File: src/hw/rtl/pfmas_pkg.sv
// shared types and constants for the prime-field modular add/subtract block
package pfmas_pkg;

  // datapath word and modulus widths
  localparam int WORD_W = 32;
  localparam int CFG_W  = 64;
  localparam int NUM_CFG = 4;
  localparam int CFG_IDX_W = 2;
  localparam int MOD_W  = CFG_W * NUM_CFG;

  // operation codes
  localparam logic OP_ADD = 1'b0;
  localparam logic OP_SUB = 1'b1;

  // running comparison of raw sum against modulus
  localparam logic [1:0] CMP_EQUAL   = 2'd0;
  localparam logic [1:0] CMP_GREATER = 2'd1;
  localparam logic [1:0] CMP_LESS    = 2'd2;

  // configuration register indexes
  localparam logic [CFG_IDX_W-1:0] REG_MOD_W0 = 2'd0;
  localparam logic [CFG_IDX_W-1:0] REG_MOD_W1 = 2'd1;
  localparam logic [CFG_IDX_W-1:0] REG_MOD_W2 = 2'd2;
  localparam logic [CFG_IDX_W-1:0] REG_MOD_W3 = 2'd3;

  // modulus reset value (p-256 prime)
  localparam logic [CFG_W-1:0] MOD_W0_RST = 64'hFFFF_FFFF_FFFF_FFFF;
  localparam logic [CFG_W-1:0] MOD_W1_RST = 64'h0000_0000_FFFF_FFFF;
  localparam logic [CFG_W-1:0] MOD_W2_RST = 64'h0000_0000_0000_0000;
  localparam logic [CFG_W-1:0] MOD_W3_RST = 64'hFFFF_FFFF_0000_0001;

  // queue between front and back
  localparam int Q_DEPTH = 2;
  localparam int Q_PTR_W = 1;
  localparam int Q_CNT_W = 2;

  // one classified word pair
  typedef struct packed {
    logic              op;
    logic [WORD_W-1:0] x;
    logic [WORD_W-1:0] y;
  } item_t;

  // queue status seen by the back end
  typedef struct packed {
    logic  avail;
    item_t item;
  } q_head_t;

endpackage

File: src/hw/rtl/pfmas_front.sv
// front end: accepts word pairs, latches the operation per block
module pfmas_front #(
  parameter int NUM_WORDS = 8
) (
  input  logic                       clk,
  input  logic                       rst,
  input  logic                       in_valid,
  output logic                       in_stall,
  input  logic                       req_type,
  input  logic [pfmas_pkg::WORD_W-1:0] x_word,
  input  logic [pfmas_pkg::WORD_W-1:0] y_word,
  input  logic                       q_full,
  output logic                       push,
  output pfmas_pkg::item_t           push_item
);

  localparam int IDX_W = (NUM_WORDS > 1) ? $clog2(NUM_WORDS) : 1;

  logic [IDX_W-1:0] word_count;
  logic             op_latch;
  logic             first_word;
  logic             op_cur;

  // operation is taken from the first word of a block only
  assign first_word = (word_count == '0);
  assign op_cur     = first_word ? req_type : op_latch;

  assign in_stall = q_full;
  assign push     = in_valid & ~q_full;

  always_comb begin
    push_item.op = op_cur;
    push_item.x  = x_word;
    push_item.y  = y_word;
  end

  // word counter and op latch
  always_ff @(posedge clk) begin
    if (rst) begin
      word_count <= '0;
      op_latch   <= pfmas_pkg::OP_ADD;
    end else if (push) begin
      op_latch <= op_cur;
      if (word_count == IDX_W'(NUM_WORDS - 1)) begin
        word_count <= '0;
      end else begin
        word_count <= word_count + 1'b1;
      end
    end
  end

endmodule

File: src/hw/rtl/pfmas_queue.sv
// two-entry item queue between front and back
module pfmas_queue (
  input  logic                clk,
  input  logic                rst,
  input  logic                push,
  input  pfmas_pkg::item_t    push_item,
  output logic                full,
  input  logic                pop,
  output pfmas_pkg::q_head_t  head
);

  pfmas_pkg::item_t                 mem [pfmas_pkg::Q_DEPTH];
  logic [pfmas_pkg::Q_PTR_W-1:0]    wr_ptr;
  logic [pfmas_pkg::Q_PTR_W-1:0]    rd_ptr;
  logic [pfmas_pkg::Q_CNT_W-1:0]    count;

  assign full       = (count == pfmas_pkg::Q_CNT_W'(pfmas_pkg::Q_DEPTH));
  assign head.avail = (count != '0);
  assign head.item  = mem[rd_ptr];

  // storage
  always_ff @(posedge clk) begin
    if (push) begin
      mem[wr_ptr] <= push_item;
    end
  end

  // pointers and fill count
  always_ff @(posedge clk) begin
    if (rst) begin
      wr_ptr <= '0;
      rd_ptr <= '0;
      count  <= '0;
    end else begin
      if (push) begin
        wr_ptr <= wr_ptr + 1'b1;
      end
      if (pop) begin
        rd_ptr <= rd_ptr + 1'b1;
      end
      count <= count + pfmas_pkg::Q_CNT_W'(push) - pfmas_pkg::Q_CNT_W'(pop);
    end
  end

endmodule

File: src/hw/rtl/pfmas_back.sv
// back end: word-serial add/sub, then conditional modulus correction and output
module pfmas_back #(
  parameter int NUM_WORDS = 8
) (
  input  logic                          clk,
  input  logic                          rst,
  input  logic [pfmas_pkg::MOD_W-1:0]   modulus,
  input  pfmas_pkg::q_head_t            head,
  output logic                          pop,
  output logic                          out_valid,
  input  logic                          out_stall,
  output logic [pfmas_pkg::WORD_W-1:0]  r_word,
  output logic                          last_word
);

  localparam int IDX_W = (NUM_WORDS > 1) ? $clog2(NUM_WORDS) : 1;
  localparam int W     = pfmas_pkg::WORD_W;

  localparam logic ST_ACCUM   = 1'b0;
  localparam logic ST_CORRECT = 1'b1;

  logic             state;
  logic [IDX_W-1:0] word_count;
  logic [IDX_W-1:0] cor_idx;
  logic             carry_borrow;
  logic [1:0]       compare_status;
  logic             op;
  logic             fix;
  logic             cor_cb;
  logic [W-1:0]     partial_words [NUM_WORDS];

  logic [W-1:0]     m_acc;
  logic [W:0]       acc_t;
  logic [W-1:0]     acc_w;
  logic             acc_cb;
  logic [1:0]       cmp_next;
  logic             acc_last;
  logic             fix_next;

  logic [W-1:0]     m_cor;
  logic [W-1:0]     raw;
  logic [W:0]       cor_t;
  logic [W-1:0]     cor_w;
  logic             out_load;
  logic             cor_last;

  // accumulate one word pair
  assign pop   = (state == ST_ACCUM) & head.avail;
  assign m_acc = modulus[W*word_count +: W];

  always_comb begin
    if (head.item.op == pfmas_pkg::OP_ADD) begin
      acc_t = {1'b0, head.item.x} + {1'b0, head.item.y} + {{W{1'b0}}, carry_borrow};
    end else begin
      acc_t = {1'b0, head.item.x} - {1'b0, head.item.y} - {{W{1'b0}}, carry_borrow};
    end
    acc_w  = acc_t[W-1:0];
    acc_cb = acc_t[W];
    cmp_next = compare_status;
    if (head.item.op == pfmas_pkg::OP_ADD) begin
      if (acc_w > m_acc) begin
        cmp_next = pfmas_pkg::CMP_GREATER;
      end else if (acc_w < m_acc) begin
        cmp_next = pfmas_pkg::CMP_LESS;
      end
    end
    acc_last = (word_count == IDX_W'(NUM_WORDS - 1));
    if (head.item.op == pfmas_pkg::OP_ADD) begin
      fix_next = acc_cb | (cmp_next != pfmas_pkg::CMP_LESS);
    end else begin
      fix_next = acc_cb;
    end
  end

  // correction of one stored word
  assign m_cor    = modulus[W*cor_idx +: W];
  assign raw      = partial_words[cor_idx];
  assign out_load = (state == ST_CORRECT) & (~out_valid | ~out_stall);
  assign cor_last = (cor_idx == IDX_W'(NUM_WORDS - 1));

  always_comb begin
    if (op == pfmas_pkg::OP_ADD) begin
      cor_t = {1'b0, raw} - {1'b0, m_cor} - {{W{1'b0}}, cor_cb};
    end else begin
      cor_t = {1'b0, raw} + {1'b0, m_cor} + {{W{1'b0}}, cor_cb};
    end
    cor_w = fix ? cor_t[W-1:0] : raw;
  end

  // partial word store
  always_ff @(posedge clk) begin
    if (pop) begin
      partial_words[word_count] <= acc_w;
    end
  end

  // control and running status
  always_ff @(posedge clk) begin
    if (rst) begin
      state          <= ST_ACCUM;
      word_count     <= '0;
      cor_idx        <= '0;
      carry_borrow   <= 1'b0;
      compare_status <= pfmas_pkg::CMP_EQUAL;
      op             <= pfmas_pkg::OP_ADD;
      fix            <= 1'b0;
      cor_cb         <= 1'b0;
    end else begin
      case (state)
        ST_ACCUM: begin
          if (pop) begin
            if (acc_last) begin
              state          <= ST_CORRECT;
              word_count     <= '0;
              carry_borrow   <= 1'b0;
              compare_status <= pfmas_pkg::CMP_EQUAL;
              op             <= head.item.op;
              fix            <= fix_next;
              cor_idx        <= '0;
              cor_cb         <= 1'b0;
            end else begin
              word_count     <= word_count + 1'b1;
              carry_borrow   <= acc_cb;
              compare_status <= cmp_next;
            end
          end
        end
        ST_CORRECT: begin
          if (out_load) begin
            cor_cb <= cor_t[W];
            if (cor_last) begin
              state   <= ST_ACCUM;
              cor_idx <= '0;
            end else begin
              cor_idx <= cor_idx + 1'b1;
            end
          end
        end
        default: begin
          state <= ST_ACCUM;
        end
      endcase
    end
  end

  // output register
  always_ff @(posedge clk) begin
    if (rst) begin
      out_valid <= 1'b0;
    end else if (out_load) begin
      out_valid <= 1'b1;
    end else if (~out_stall) begin
      out_valid <= 1'b0;
    end
  end

  always_ff @(posedge clk) begin
    if (out_load) begin
      r_word    <= cor_w;
      last_word <= cor_last;
    end
  end

endmodule

File: src/hw/rtl/prime_field_mod_add_sub.sv
// top level of the prime-field modular add/subtract block
// Usage: operands enter on the input channel as 32-bit word pairs (x_word,
// y_word), least significant first, NUM_WORDS items per operation; req_type
// on the first item selects add (0) or subtract (1). The front end counts
// words and latches the operation, a two-entry queue decouples it from the back
// end, which, while an item is queued and it is not correcting, adds or
// subtracts one word per cycle with a running carry and (add only) a running
// compare against the modulus. After the last word the back end emits NUM_WORDS
// corrected words, one per cycle while out_stall is low, on the output channel;
// last_word marks the most significant one. out_valid rises once the last item
// has passed the queue, the accumulate step and the output register. Throughput
// is set by the back end, which runs the accumulate pass, then the correction
// pass, one word per cycle each unless stalled; it pops no items in correction.
// The receiver may hold out_stall at any time; the output register keeps its
// item and the queue fills, after which in_stall rises.
// The modulus is four 64-bit registers written over the cfg channel (always
// ready); reset loads the p-256 prime and clears all word counters.
module prime_field_mod_add_sub #(
  parameter int NUM_WORDS = 8
) (
  input  logic                              clk,
  input  logic                              rst,
  input  logic                              in_valid,
  output logic                              in_stall,
  input  logic                              req_type,
  input  logic [pfmas_pkg::WORD_W-1:0]      x_word,
  input  logic [pfmas_pkg::WORD_W-1:0]      y_word,
  output logic                              out_valid,
  input  logic                              out_stall,
  output logic [pfmas_pkg::WORD_W-1:0]      r_word,
  output logic                              last_word,
  input  logic                              cfg_valid,
  output logic                              cfg_ready,
  input  logic [pfmas_pkg::CFG_IDX_W-1:0]   cfg_index,
  input  logic [pfmas_pkg::CFG_W-1:0]       cfg_data
);

  logic [pfmas_pkg::CFG_W-1:0] modulus_w0;
  logic [pfmas_pkg::CFG_W-1:0] modulus_w1;
  logic [pfmas_pkg::CFG_W-1:0] modulus_w2;
  logic [pfmas_pkg::CFG_W-1:0] modulus_w3;
  logic [pfmas_pkg::MOD_W-1:0] modulus;

  logic                        q_full;
  logic                        push;
  pfmas_pkg::item_t            push_item;
  logic                        pop;
  pfmas_pkg::q_head_t          head;

  // modulus registers
  assign cfg_ready = 1'b1;
  assign modulus   = {modulus_w3, modulus_w2, modulus_w1, modulus_w0};

  always_ff @(posedge clk) begin
    if (rst) begin
      modulus_w0 <= pfmas_pkg::MOD_W0_RST;
      modulus_w1 <= pfmas_pkg::MOD_W1_RST;
      modulus_w2 <= pfmas_pkg::MOD_W2_RST;
      modulus_w3 <= pfmas_pkg::MOD_W3_RST;
    end else if (cfg_valid & cfg_ready) begin
      case (cfg_index)
        pfmas_pkg::REG_MOD_W0: modulus_w0 <= cfg_data;
        pfmas_pkg::REG_MOD_W1: modulus_w1 <= cfg_data;
        pfmas_pkg::REG_MOD_W2: modulus_w2 <= cfg_data;
        pfmas_pkg::REG_MOD_W3: modulus_w3 <= cfg_data;
        default: begin
        end
      endcase
    end
  end

  // front end
  pfmas_front #(
    .NUM_WORDS (NUM_WORDS)
  ) u_front (
    .clk       (clk),
    .rst       (rst),
    .in_valid  (in_valid),
    .in_stall  (in_stall),
    .req_type  (req_type),
    .x_word    (x_word),
    .y_word    (y_word),
    .q_full    (q_full),
    .push      (push),
    .push_item (push_item)
  );

  // item queue
  pfmas_queue u_queue (
    .clk       (clk),
    .rst       (rst),
    .push      (push),
    .push_item (push_item),
    .full      (q_full),
    .pop       (pop),
    .head      (head)
  );

  // back end
  pfmas_back #(
    .NUM_WORDS (NUM_WORDS)
  ) u_back (
    .clk       (clk),
    .rst       (rst),
    .modulus   (modulus),
    .head      (head),
    .pop       (pop),
    .out_valid (out_valid),
    .out_stall (out_stall),
    .r_word    (r_word),
    .last_word (last_word)
  );

endmodule

File: config.mk
export PLATFORM = sky130hd
export DESIGN_NAME = prime_field_mod_add_sub
export DESIGN_NICKNAME = d
export VERILOG_FILES = /design/src/hw/rtl/pfmas_pkg.sv /design/src/hw/rtl/pfmas_front.sv /design/src/hw/rtl/pfmas_queue.sv /design/src/hw/rtl/pfmas_back.sv /design/src/hw/rtl/prime_field_mod_add_sub.sv
export SDC_FILE = /design/constraint.sdc
export NUM_CORES = 2
export LEC_CHECK = 0
export BUFFER_PORTS_ARGS = -buffer_cell sky130_fd_sc_hd__buf_2
export CAP_MARGIN = 20
export CORE_ASPECT_RATIO = 0.75
export CORE_MARGIN = 5
export CORE_UTILIZATION = 40
export CTS_CLUSTER_DIAMETER = 150
export DETAILED_ROUTE_END_ITERATION = 10
export GPL_TIMING_DRIVEN = 0
export PLACE_DENSITY = 0.56
export SYNTH_ARGS = -nofsm -noshare
export SYNTH_HDL_FRONTEND = slang
export SYNTH_SLANG_ARGS = --single-unit
File: constraint.sdc
create_clock -name clk -period 8.66 [get_ports clk]
set_clock_uncertainty 0.15 [all_clocks]
set_input_delay 1.732 -clock clk [delete_from_list [all_inputs] [get_ports clk]]
set_output_delay 1.732 -clock clk [all_outputs]
set_load 0.02 [all_outputs]
==> summary.txt <==
Seq/Total Area, Yosys: 48.2%
WL/cell: 25.4 um
WP data arrival: 8370 ps
Syn-to-layout area delta: 14.4%
Starting Density: 40.4%
nets@finish: 4115
vias: 29400
Skew-Pair Late Insertion Delay: 650 ps
io pins: 172
peak fanout along the critical path: 10
vias in the first global route: 28100
clock buffer depth: 3
xor and xnor fraction of the mapped netlist area: 2.43%
Non-Filler Instances: 5044
status: finished clean
Power Total: 15900 uW
largest net degree at the start of global routing: 36
fin util: 46.2%
ys async rst share: 0%
max-cap viol count: 0
Fmax: 123 MHz
Ys Warns: 0
ANT nets after route: 0
critical path startpoint category: register
placed instance area: 0.0407 mm^2
Final Critical Period: 8130 ps
syn nets: 3833
Netlist Area Pre-Place: 0.0378 mm^2
final WL: 128000 um
Primary FF master, synth: edfxtp_1
PwrDens: 368 mW/mm^2
TritonCTS clock tree: built
final hold vios: 0
Die Y: 276 um
Final Cycle Share: 93.9%
row cnt: 97
GRT overflow: 0
Hold WC Path Type: register to register
VDD IR max: 0.000225 V
RSZ-0062 raised after global routing: false
Iter 0 DRT Violations: 3469
Synth Area in Compound Gates: 13.6%
DP Cell Count: 4897
GPL Wtd Cong: 0.939
Design Area, Final: 0.0433 mm^2
PortBufs: 168
Netlist cell types: 83
Die ar.: 0.101 mm^2
Via density: 5.83
Post-synth EDFFs: 419
share of layout cells above drive strength 1: 15.4%
CP required: 8900 ps
Slew @ Worst Pin: 1310 ps
clk slew on worst S/H paths: 60 ps
H-tree levels: 3
1st-pass router iterations: 6
DRC errors left: 0
hpwl dp: 92600 um
Adder-Cell Fraction of Synth Area: 7.80%
post-synthesis mux area share: 11.7%
Post-Synth Simple-Gate Area: 12.1%
Max Slew Vio Count: 0
Avg Cell Area, Syn: 10.9 um^2
antenna violations before repair: 6
main combinational cell family by area after synthesis: compound AO/OA/AOI/OAI gates
GR Util All Layers: 24.8%
root buf cell: clkbuf_16
CTS Buf Count: 75
worst reg-to-reg setup slack: 530 ps
core area: 0.0936 mm^2
global-route wire length before repair: 187000 um
Final Setup Violations: 0
WS Path Type: register to register
Synth Register Bits: 701
LEAKAGE: 0.0159 uW
synthesized instance count: 3466
Die W: 365 um
clock sinks: 701
Crit. End Element: register
Max-slew headroom: 12.4%
## Yosys cell counts, drive strengths merged, types with 90 or more instances
| library cell | instances | area [um^2] |
|---|---|---|
| inv | 227 | 852 |
| clkbuf | 156 | 586 |
| mux4 | 128 | 2880 |
| a21oi | 292 | 1470 |
| edfxtp | 419 | 12600 |
| mux2 | 92 | 1040 |
| nand2 | 474 | 1780 |
| nor2 | 148 | 556 |
| ha | 223 | 2790 |
| nor2b | 90 | 563 |
| dfxtp | 282 | 5650 |
## where the power goes
part / switching [uW] / total [uW] / internal, uW
Clock: 1390 / 3210 / 1820
Sequential: 113 / 4600 / 4480
Combinational: 5120 / 8110 / 2990
Total: 6620 / 15900 / 9290
## final cells by class
type | count | area, um^2
fill | 8709 | 50300
antenna | 2 | 5.00
tap | 1237 | 1550
multi-input combinational | 2350 | 18100
buffer | 186 | 727
clock buffer | 100 | 2070
sequential | 701 | 18200
timing repair buffer | 205 | 1330
inverter | 229 | 860
clock inverter | 34 | 358
## cell families (layout without fill, tap and decap cells)
group | count (synthesis) | count (layout)
AO/OA/AOI/OAI | 778 | 778
flip-flops | 701 | 701
AND/OR/NAND/NOR | 966 | 966
multiplexers | 269 | 269
buffers and inverters | 415 | 754
other | 1 | 3
adder cells (fa/ha/maj) | 231 | 231
XOR/XNOR | 105 | 105
## worst max-delay path: stages (launching register included)
cell             delay [ps]
dfxtp_1                 380
clkdlybuf4s15_2         490
clkdlybuf4s15_1         690
mux2i_1                 350
ha_1                    330
inv_1                   130
ha_1                    290
a21boi_0                160
o21ai_0                 270
a21oi_1                 210
a2111oi_2               630
nor2_1                  100
o21a_1                  280
a31oi_1                 230
xnor2_1                  80
mux2_2                  430
ha_1                    350
nand4_1                 150
nor4_2                  560
nand2_1                 150
nor4_1                  470
nor2_1                  130
or3b_2                  470
a31oi_1                 180
a221oi_1                200
## stage by stage
step                hold WS (ps)  setup slack, ps  TNS [ps]
CTS                          310             67.2         0
floorplan                    282             2610         0
finish                       316              526         0
global route                 335              146         0
global placement             297             -854     -1210
detailed placement           301             -479      -479
## repair_timing
item                                    4_1_cts  5_1_grt
buffers inserted                              0        0
endpoints found under the setup margin        1        2
hold buffers                                  0        0
resized for setup                             6        6
pin swaps                                     0        0
## metal layers
metal | global-route usage (%) | part of all wire [%]
met1 | 36.7 | 45
met2 | 35.6 | 41
met3 | 6.69 | 11
met4 | 7.40 | 3.3
met5 | 0 | 0
## worst paths after layout
kind	cells past startpoint	startpoint	to
worst max-delay path	24	register	u_back.fix
worst min register to register	2	u_back.compare_status[1]	u_back.compare_status[1]
worst max register to register	24	register	u_back.fix
worst min-delay path	2	u_back.compare_status[1]	u_back.compare_status[1]
## flip-flops by register name, indices dropped and copies added, names as in the netlist, named ones only
signal                 count
u_back.partial_words     256
u_queue.mem              130
modulus_w0                64
modulus_w1                64
modulus_w2                64
modulus_w3                64
u_back.r_word             32
u_back.cor_idx             3
u_back.word_count          3
u_front.word_count         3
u_back.compare_status      2
u_queue.count              2
u_back.carry_borrow        1
u_back.cor_cb              1
u_back.fix                 1
u_back.last_word           1
u_back.op                  1
u_back.out_valid           1
u_back.state               1
u_front.op_latch           1
u_queue.rd_ptr             1
u_queue.wr_ptr             1
## cells in the final DEF (no fill, tap or decap), types with 29 or more instances in the layout
master	count
nand2_1	474
edfxtp_1	419
a21oi_1	288
dfxtp_1	282
inv_1	226
ha_1	223
clkbuf_1	170
buf_2	170
nor2_1	138
mux4_2	128
mux2_2	92
nor2b_1	90
a22oi_1	84
xnor2_1	78
clkbuf_16	76
o21ai_0	75
a211o_1	69
nand3b_1	68
mux2i_1	46
a21o_1	44
and3_1	35
nand3_1	29
Note: power is estimated with default switching activity, not from simulation.
